`src/hdl/lqta_pkg.sv`:
```
// Shared types, widths and constants of the link quality telemetry aggregator.
package lqta_pkg;

	localparam int DEF_PEER_SLOTS = 8;

	localparam int QUAL_W = 15;
	localparam int PEER_W = 32;
	localparam int RTT_W  = 24;
	localparam int BW_W   = 32;
	localparam int HYST_W = 16;
	localparam int LQ_W   = 7;
	localparam int LAST_Q_W = 8;

	localparam logic [QUAL_W-1:0]   FULL_SCALE  = 15'd25600;
	localparam logic [HYST_W-1:0]   HYST_RESET  = 16'd15;
	localparam logic [LAST_Q_W-1:0] LAST_Q_INIT = 8'hFF;
	localparam logic [RTT_W-1:0]    LAST_R_INIT = 24'hFFFFFF;

	localparam logic [1:0] OP_STATS  = 2'd0;
	localparam logic [1:0] OP_FLOW   = 2'd1;
	localparam logic [1:0] OP_ATTACH = 2'd2;
	localparam logic [1:0] OP_DETACH = 2'd3;

	typedef struct packed {
		logic [1:0]        op;
		logic [PEER_W-1:0] peer_id;
		logic [QUAL_W-1:0] quality;
		logic [RTT_W-1:0]  rtt_ms;
		logic [BW_W-1:0]   bandwidth;
	} item_t;

	typedef struct packed {
		logic [LQ_W-1:0]  quality_pct;
		logic [RTT_W-1:0] worst_rtt_ms;
	} result_t;

	typedef struct packed {
		logic [PEER_W-1:0] peer;
		logic [QUAL_W-1:0] quality;
		logic [RTT_W-1:0]  rtt;
		logic [BW_W-1:0]   bandwidth;
	} entry_t;

	localparam int ENTRY_W = $bits(entry_t);

endpackage

```
`src/hdl/lqta_ram.sv`:
```
// Generic single-write, single-read synchronous RAM with registered read data.
module lqta_ram #(
	parameter int WIDTH = 8,
	parameter int DEPTH = 8,
	parameter int AW    = (DEPTH > 1) ? $clog2(DEPTH) : 1
) (
	input  logic             clk,
	input  logic             we,
	input  logic [AW-1:0]    waddr,
	input  logic [WIDTH-1:0] wdata,
	input  logic [AW-1:0]    raddr,
	output logic [WIDTH-1:0] rdata
);

	logic [WIDTH-1:0] mem_q [DEPTH];

	always_ff @(posedge clk) begin
		if (we) begin
			mem_q[waddr] <= wdata;
		end
		rdata <= mem_q[raddr];
	end

endmodule

```
`src/hdl/link_quality_telemetry_aggregator_unit.sv`:
```
// Top level of the link quality telemetry aggregator: peer table, averaging and report filter.
//
//  channel  | direction | handshake                  | word
//  ---------+-----------+----------------------------+---------------------------------------
//  item     | in        | start high, busy low       | op, peer_id, quality, rtt_ms, bandwidth
//  result   | out       | result_valid, one cycle    | quality_pct, worst_rtt_ms
//  cfg      | in        | cfg_valid and cfg_ready    | rtt_hysteresis (16 bit)
//
// Attach and detach words finish in the accepting cycle; busy stays low.
// A stats word holds busy through the id search sweep, write, sum sweep, multiply, compare,
// 7-step divide and emit; the divide is skipped if the cap decides.
// A flow word skips search and write; a dropped stats word frees the block after the search.
// Reset clears the valid bits, input-leg quality and report history; the RAM needs no clearing.
// A report shows for one cycle right after busy falls; the receiver cannot stall.
module link_quality_telemetry_aggregator_unit
	import lqta_pkg::*;
#(
	parameter int PEER_SLOTS = DEF_PEER_SLOTS
) (
	input  logic              clk,
	input  logic              arst_n,
	input  logic              start,
	output logic              busy,
	input  item_t             item,
	output logic              result_valid,
	output result_t           result,
	input  logic              cfg_valid,
	output logic              cfg_ready,
	input  logic [HYST_W-1:0] cfg_data
);

	localparam int IDX_W  = (PEER_SLOTS > 1) ? $clog2(PEER_SLOTS) : 1;
	localparam int CNT_W  = $clog2(PEER_SLOTS + 1);
	localparam int QS_W   = QUAL_W + CNT_W;
	localparam int BS_W   = BW_W + CNT_W;
	localparam int PROD_W = QUAL_W + BW_W;
	localparam int NUM_W  = PROD_W + CNT_W;
	localparam int DEN_W  = BS_W;
	localparam int REM_W  = NUM_W + 1;

	localparam logic [CNT_W-1:0] SLOTS_C = CNT_W'(PEER_SLOTS);

	localparam logic [3:0] ST_IDLE   = 4'd0;
	localparam logic [3:0] ST_SEARCH = 4'd1;
	localparam logic [3:0] ST_WRITE  = 4'd2;
	localparam logic [3:0] ST_SUM    = 4'd3;
	localparam logic [3:0] ST_MULT   = 4'd4;
	localparam logic [3:0] ST_CMP    = 4'd5;
	localparam logic [3:0] ST_DIV    = 4'd6;
	localparam logic [3:0] ST_EMIT   = 4'd7;

	logic [3:0] st_q;

	// architectural state
	logic [PEER_SLOTS-1:0] valid_q;
	logic [QUAL_W-1:0]     leg_q;
	logic                  attached_q;
	logic [LAST_Q_W-1:0]   last_q_q;
	logic [RTT_W-1:0]      last_rtt_q;
	logic [HYST_W-1:0]     hyst_q;

	// held input word
	item_t item_q;

	// sweep control
	logic [CNT_W-1:0] cnt_q;
	logic             v_s1;
	logic [IDX_W-1:0] idx_s1;
	logic             v_s2;
	logic [PROD_W-1:0] prod_s2;
	logic [QUAL_W-1:0] q_s2;
	logic [BW_W-1:0]   bw_s2;
	logic [RTT_W-1:0]  rtt_s2;

	// search results
	logic             found_q;
	logic             free_found_q;
	logic [IDX_W-1:0] match_q;
	logic [IDX_W-1:0] free_q;

	// sums
	logic [CNT_W-1:0] n_q;
	logic [NUM_W-1:0] wsum_q;
	logic [QS_W-1:0]  qsum_q;
	logic [BS_W-1:0]  bwsum_q;
	logic [RTT_W-1:0] worst_q;

	// divide
	logic [NUM_W-1:0] num_q;
	logic [DEN_W-1:0] den_q;
	logic [NUM_W-1:0] capden_q;
	logic [REM_W-1:0] rem_q;
	logic [2:0]       k_q;
	logic [LQ_W-1:0]  lq_q;

	// RAM ports
	logic             ram_we;
	logic [IDX_W-1:0] ram_waddr;
	entry_t           ram_wdata;
	entry_t           ram_rdata;
	logic [ENTRY_W-1:0] ram_rbits;

	logic sweeping;
	logic issue;
	logic [NUM_W-1:0] num_sel;
	logic [DEN_W-1:0] den_sel;
	logic [REM_W-1:0] trial;
	logic [RTT_W-1:0] rtt_diff;
	logic             report;

	assign busy      = (st_q != ST_IDLE);
	assign cfg_ready = 1'b1;

	assign sweeping = (st_q == ST_SEARCH) || (st_q == ST_SUM);
	assign issue    = sweeping && (cnt_q < SLOTS_C);

	assign ram_we    = (st_q == ST_WRITE);
	assign ram_waddr = found_q ? match_q : free_q;
	assign ram_wdata = '{peer: item_q.peer_id, quality: item_q.quality,
	                     rtt: item_q.rtt_ms, bandwidth: item_q.bandwidth};
	assign ram_rdata = entry_t'(ram_rbits);

	lqta_ram #(
		.WIDTH(ENTRY_W),
		.DEPTH(PEER_SLOTS)
	) u_table (
		.clk  (clk),
		.we   (ram_we),
		.waddr(ram_waddr),
		.wdata(ENTRY_W'(ram_wdata)),
		.raddr(cnt_q[IDX_W-1:0]),
		.rdata(ram_rbits)
	);

	// pick the mean: no peers -> full scale, zero bandwidth -> plain mean, else weighted
	always_comb begin
		if (n_q == '0) begin
			num_sel = NUM_W'(FULL_SCALE);
			den_sel = DEN_W'(1);
		end else if (bwsum_q == '0) begin
			num_sel = NUM_W'(qsum_q);
			den_sel = DEN_W'(n_q);
		end else begin
			num_sel = wsum_q;
			den_sel = bwsum_q;
		end
	end

	assign trial    = REM_W'(den_q) << (5'd8 + {2'b0, k_q});
	assign rtt_diff = (worst_q > last_rtt_q) ? worst_q - last_rtt_q : last_rtt_q - worst_q;
	assign report   = attached_q &&
	                  ((LAST_Q_W'(lq_q) != last_q_q) || (rtt_diff > RTT_W'(hyst_q)));

	// configuration
	always_ff @(posedge clk or negedge arst_n) begin
		if (!arst_n) begin
			hyst_q <= HYST_RESET;
		end else if (cfg_valid && cfg_ready) begin
			hyst_q <= cfg_data;
		end
	end

	// sweep pipeline: address, then data, then product
	always_ff @(posedge clk or negedge arst_n) begin
		if (!arst_n) begin
			v_s1 <= 1'b0;
			v_s2 <= 1'b0;
		end else begin
			v_s1 <= issue;
			v_s2 <= (st_q == ST_SUM) && v_s1 && valid_q[idx_s1];
		end
	end

	always_ff @(posedge clk) begin
		idx_s1  <= cnt_q[IDX_W-1:0];
		prod_s2 <= PROD_W'(ram_rdata.quality) * PROD_W'(ram_rdata.bandwidth);
		q_s2    <= ram_rdata.quality;
		bw_s2   <= ram_rdata.bandwidth;
		rtt_s2  <= ram_rdata.rtt;
	end

	// main sequencer
	always_ff @(posedge clk or negedge arst_n) begin
		if (!arst_n) begin
			st_q         <= ST_IDLE;
			valid_q      <= '0;
			leg_q        <= FULL_SCALE;
			attached_q   <= 1'b0;
			last_q_q     <= LAST_Q_INIT;
			last_rtt_q   <= LAST_R_INIT;
			cnt_q        <= '0;
			found_q      <= 1'b0;
			free_found_q <= 1'b0;
			result_valid <= 1'b0;
		end else begin
			// show the report for exactly the cycle after emit
			result_valid <= (st_q == ST_EMIT) && report;
			if (issue) begin
				cnt_q <= cnt_q + 1'b1;
			end
			unique case (st_q)
				ST_IDLE: begin
					cnt_q        <= '0;
					found_q      <= 1'b0;
					free_found_q <= 1'b0;
					if (start) begin
						unique case (item.op)
							OP_STATS:  st_q <= ST_SEARCH;
							OP_FLOW: begin
								leg_q <= (item.quality > FULL_SCALE) ? FULL_SCALE
								                                     : item.quality;
								st_q  <= ST_SUM;
							end
							OP_ATTACH: attached_q <= 1'b1;
							OP_DETACH: attached_q <= 1'b0;
							default:   st_q <= ST_IDLE;
						endcase
					end
				end
				ST_SEARCH: begin
					if (v_s1) begin
						if (valid_q[idx_s1] && ram_rdata.peer == item_q.peer_id
						    && !found_q) begin
							found_q <= 1'b1;
						end
						if (!valid_q[idx_s1] && !free_found_q) begin
							free_found_q <= 1'b1;
						end
					end
					if (!issue && !v_s1) begin
						st_q <= (found_q || free_found_q) ? ST_WRITE : ST_IDLE;
					end
				end
				ST_WRITE: begin
					valid_q[ram_waddr] <= 1'b1;
					cnt_q <= '0;
					st_q  <= ST_SUM;
				end
				ST_SUM: begin
					if (!issue && !v_s1 && !v_s2) begin
						st_q <= ST_MULT;
					end
				end
				ST_MULT: st_q <= ST_CMP;
				ST_CMP:  st_q <= (num_q >= capden_q) ? ST_EMIT : ST_DIV;
				ST_DIV: begin
					if (k_q == 3'd0) begin
						st_q <= ST_EMIT;
					end
				end
				ST_EMIT: begin
					if (report) begin
						last_q_q     <= LAST_Q_W'(lq_q);
						last_rtt_q   <= worst_q;
					end
					st_q <= ST_IDLE;
				end
				default: st_q <= ST_IDLE;
			endcase
		end
	end

	// datapath registers
	always_ff @(posedge clk) begin
		if (st_q == ST_IDLE && start) begin
			item_q <= item;
		end
		if (st_q == ST_SEARCH && v_s1) begin
			if (valid_q[idx_s1] && ram_rdata.peer == item_q.peer_id && !found_q) begin
				match_q <= idx_s1;
			end
			if (!valid_q[idx_s1] && !free_found_q) begin
				free_q <= idx_s1;
			end
		end
		// clear the sums as the sum sweep opens
		if ((st_q == ST_SUM && cnt_q == '0) || st_q == ST_WRITE) begin
			n_q     <= '0;
			wsum_q  <= '0;
			qsum_q  <= '0;
			bwsum_q <= '0;
			worst_q <= '0;
		end else if (v_s2) begin
			n_q     <= n_q + 1'b1;
			wsum_q  <= wsum_q + NUM_W'(prod_s2);
			qsum_q  <= qsum_q + QS_W'(q_s2);
			bwsum_q <= bwsum_q + BS_W'(bw_s2);
			if (rtt_s2 > worst_q) begin
				worst_q <= rtt_s2;
			end
		end
		if (st_q == ST_MULT) begin
			num_q    <= num_sel;
			den_q    <= den_sel;
			capden_q <= NUM_W'(leg_q) * NUM_W'(den_sel);
			rem_q    <= REM_W'(num_sel) + (REM_W'(den_sel) << 7);
			k_q      <= 3'd6;
		end
		if (st_q == ST_CMP && num_q >= capden_q) begin
			lq_q <= LQ_W'((16'(leg_q) + 16'd128) >> 8);
		end
		if (st_q == ST_DIV) begin
			if (rem_q >= trial) begin
				rem_q <= rem_q - trial;
				lq_q  <= {lq_q[LQ_W-2:0], 1'b1};
			end else begin
				lq_q  <= {lq_q[LQ_W-2:0], 1'b0};
			end
			k_q <= k_q - 3'd1;
		end
	end

	assign result.quality_pct  = lq_q;
	assign result.worst_rtt_ms = worst_q;

	// a report is in range and only goes out while a reporter listens
	a_lq_range: assert property (@(posedge clk) disable iff (!arst_n)
		result_valid |-> (result.quality_pct <= LQ_W'(100)))
		else $error("link quality out of range");

	a_attached: assert property (@(posedge clk) disable iff (!arst_n)
		result_valid |-> attached_q)
		else $error("report while detached");

	a_write_slot: assert property (@(posedge clk) disable iff (!arst_n)
		(st_q == ST_WRITE) |-> (found_q || free_found_q))
		else $error("table write without a slot");

	a_emit_idle: assert property (@(posedge clk) disable iff (!arst_n)
		result_valid |-> (st_q == ST_IDLE))
		else $error("report without returning to idle");

endmodule

```
`config.mk`:
```
export PLATFORM = sky130hd
export DESIGN_NAME = link_quality_telemetry_aggregator_unit
export DESIGN_NICKNAME = d
export VERILOG_FILES = /design/src/hdl/lqta_pkg.sv /design/src/hdl/lqta_ram.sv /design/src/hdl/link_quality_telemetry_aggregator_unit.sv
export SDC_FILE = /design/constraint.sdc
export NUM_CORES = 2
export LEC_CHECK = 0
export ABC_AREA = 1
export ABC_CLOCK_PERIOD_IN_PS = 8220
export BUFFER_PORTS_ARGS = -buffer_cell sky130_fd_sc_hd__buf_2
export CORE_UTILIZATION = 40
export DETAILED_ROUTE_END_ITERATION = 16
export HOLD_SLACK_MARGIN = 0.02
export MAX_ROUTING_LAYER = met4
export PLACE_DENSITY = 0.6
export SYNTH_ARGS = -nofsm -noshare
export SYNTH_HDL_FRONTEND = slang
export SYNTH_SLANG_ARGS = --single-unit
```
`constraint.sdc`:
```
create_clock -name clk -period 8.22 [get_ports clk]
set_clock_uncertainty 0.05 [all_clocks]
set_input_delay 1.233 -clock clk [delete_from_list [all_inputs] [get_ports clk]]
set_output_delay 1.233 -clock clk [all_outputs]
set_load 0.02 [all_outputs]
```
==> results.md <==
* Fin. max-slew vios at 0
* Mean post-synth cell area at between 8 and 9 sq um
* Hold crit path type: reg -> reg
* Post-Route WL at 317.9 mm
* Overflow after GRT at 0
* Period utilisation layout at between 90% and 100%
* Syn Inst Count at 11891
* Final net count at about 13000
* Tmin final at 7.717 ns
* Avg WL per Cell at between 20 and 25 microns
* Dpl hpwl at 229.2 mm
* Status: finished, final reports clean
* Max stage delay on crit path at 0.52 ns
* Flop2flop setup slack at roughly 0.50 ns
* Vias in the first global route at 79174
* Vias/cell at 5.195
* Met2 GRT Util at 38.35%
* Worst-path fanout max at 35
* GP Congestion at a little under 1
* CTS tree: built
* CTS Buf Count at 184
* IO Pins at 159
* RSZ-0062 raised after global routing: no
* Clock tree buffer depth at 4
* Mapped Nets at 13394
* Max-cap violations at 0
* Most common cell after layout, fill and taps aside: nand2_1
* Multi-input combinational cell area at 53870 sq um
* Setup crit start kind: flop
* Root buf cell: clkbuf_16
* Crit path arrival time at 8.23 ns
* Number of port buffers at 157
* Die height at 515.2 microns
* Filler cell count at between 20000 and 30000
* HP Start: u_table.rdata[53]
* Starting Density at 40.20%
* Clock-pin slew on the worst setup and hold paths at 0.06 ns
* Seq/Total Area, Yosys at 40.50%
* # setup viols final at 0
* Die width at 515.2 microns
* Largest family of logic cells by synthesized area: adder cells
* Asr flop ratio synth at 5.361%
* Mux cell area share after synthesis at 0.05821%
* Post-CTS Setup Inserts at 0
* Synth Warn # at 0
* Hold endpoint: rtt_s2[21]
* Critical setup path kind: reg -> reg
* Global-route wire length before repair at a little under 500 mm
* Ratio of cells with drive above 1 in the final layout at 5.764%
* Area growth, synth to finish at 10.33%
* CP Capture Type: flop
* Setup_tns at 0 ns
* Initial antenna violation count at 15
* Clock latency on the worst-skew pair at 0.85 ns
* Antenna-violating nets left at 0
* GRT Total Usage at 24.60%
* Post-route DRC at 0
* Simple-Gate Fraction of Synth Area at 16.54%
* Synth Area in Adders at 22.31%
* Hold Fails Final Rpt at 0
* Worst EP required at about 8.7 ns
* Synth Area in XOR/XNOR at 1.979%
* CORE AREA at 262000 sq um
* Num rows at between 150 and 200
* Vias at 81128
* Fmax at 129.6 MHz
* Most used DFF post-synth: edfxtp_1
* FF-to-FF path depth at 31
* TritonCTS sink count at roughly 1600
* Reg2Reg Launch Point: bwsum_q[11]
* Compound-Gate Fraction of Synth Area at 10.15%
* Slew @ Worst Pin at ~1.2 ns
* Distinct cells, synth at 60
* Drt first pass iters at 8
* Hold depth at 0
* Iteration-0 DRC Markers at 6925
* Mapped Area at around 110000 sq um
* Pin count of the biggest net entering global routing at 181
* M3 GR Usage at 2.846%
* Synth Register Bits at between 1500 and 2000
* Reg-to-reg endpoint: capden_q[46]
* Most frequent cells in the layout: nand2_1, inv_1, nor2_1
* EDFF count, synth at 1081
* Max-slew headroom at a little under a fifth
* Gr busiest metal: met2
* M1 GR Usage at around a third
* Storage cell area at 42670 sq um
* Crit-path slowest cell: fa_1
* Die area at 265400 sq um
* H-tree depth at 4
metal layers:
layer  wire [microns]  part of all wire, %
met1           141800                   45
met2           145100                   46
met3            20760                  6.5
met4            10280                  3.2
met5                0                    0
how the worst max path moves through the flow:
stage | start | to | slack, ns | depth (start not counted)
final | bwsum_q[11] | capden_q[46] | 0.50 | 31
after floorplan | start | leg_q[5] | 1.39 | 7
after global routing | bwsum_q[11] | capden_q[46] | 0.04 | 31
after global placement | n_q[0] | capden_q[46] | 0.33 | 27
after CTS | n_q[0] | capden_q[45] | 0.21 | 27
after detailed placement | n_q[0] | capden_q[45] | 0.23 | 27
stage by stage:
step	instances	hold WS (ns)	util, %	cell area (sq um)	setup WS [ns]
2_1_floorplan	11891	0.2596	-	105300	1.395
3_3_place_gp	15274	0.2603	42.07	110200	0.3301
3_5_place_dp	15274	0.2621	42.07	110200	0.2345
4_1_cts	15608	0.2757	44.33	116200	0.2106
5_1_grt	15612	0.2781	44.34	116200	0.03703
6_report	15617	0.2751	44.35	116200	0.5028
registers in the layout, indices dropped and copies added, names as in the netlist, 7 cells and up:
name           count
u_table.mem_q    824
capden_q          51
q_s2              15
wsum_q            51
prod_s2           47
bw_s2             32
hyst_q            16
last_q_q           8
u_table.rdata    103
rtt_s2            24
bwsum_q           36
valid_q            8
qsum_q            19
num_q             51
last_rtt_q        24
item_q           103
rem_q             44
den_q             36
lq_q               7
leg_q             15
worst_q           24
final cells by class:
cell class	instances	share of cell area [%]
multi-input cells	7966	46.35
well taps	3515	3.785
clock inverters	82	0.6729
inverters	1931	6.263
repair buffers	295	1.742
flip-flops and latches	1567	36.72
clock buffers	252	4.442
diodes	9	0.01938
what timing repair did:
item / CTS / global route
hold buffers: 0 / 0
endpoints found under the setup margin: 0 / 11
hold endpoints to repair: 0 / 0
gates resized for setup: 0 / 4
critical path, delay by kind of cell (launching register included):
kind            cells  cell delay (ns)
xor+xnor            1             0.06
fa+ha+maj           7             3.23
simple gates       12             1.86
compound gates      1             0.48
buf+inv            10             1.41
flops               1             0.31
Yosys cell counts, types with 4 or more instances:
cell type / instances / share of area (%)
nand2_1: 2147 / 7.7
o22ai_1: 116 / 0.69
o21bai_1: 40 / 0.29
o221ai_1: 12 / 0.10
dfstp_2: 39 / 0.97
nand3_1: 308 / 1.5
inv_1: 1894 / 6.7
nor4_1: 26 / 0.15
nor2_1: 1689 / 6.0
nand2_2: 16 / 0.095
nor2_2: 5 / 0.030
a31o_2: 4 / 0.033
a22oi_1: 5 / 0.036
xnor2_1: 83 / 0.69
and2_1: 4 / 0.024
nor3_1: 76 / 0.36
mux2i_1: 5 / 0.048
a21boi_0: 16 / 0.11
and3_1: 6 / 0.036
o21ai_0: 912 / 4.3
inv_2: 13 / 0.046
buf_6: 4 / 0.043
buf_2: 16 / 0.076
o21a_1: 23 / 0.16
edfxtp_1: 1081 / 31
dfrtp_1: 45 / 1.1
nand4_1: 75 / 0.45
a31oi_1: 169 / 1.0
nand3b_1: 4 / 0.029
a211oi_1: 9 / 0.064
a21o_1: 47 / 0.33
ha_1: 544 / 6.5
or2_2: 21 / 0.12
dfxtp_1: 402 / 7.6
clkinv_1: 24 / 0.086
clkbuf_1: 375 / 1.3
o211ai_1: 20 / 0.14
fa_1: 834 / 16
a221oi_1: 8 / 0.067
o2111ai_1: 6 / 0.050
xor2_1: 155 / 1.3
buf_1: 30 / 0.11
a21oi_1: 556 / 2.6
logic make-up after synthesis:
logic type / count (synthesis)
and+or+nand+nor: 4388
xor gates and xnor gates: 238
muxes: 6
adders and majority gates: 1378
AOI/OAI and AO/OA: 1955
buffers and inverters: 2358
other: 1
DFF: 1567
Power is left out: the tool's default activity adds up to more than one toggle a clock period on the data nets, which glitch-free logic cannot reach.
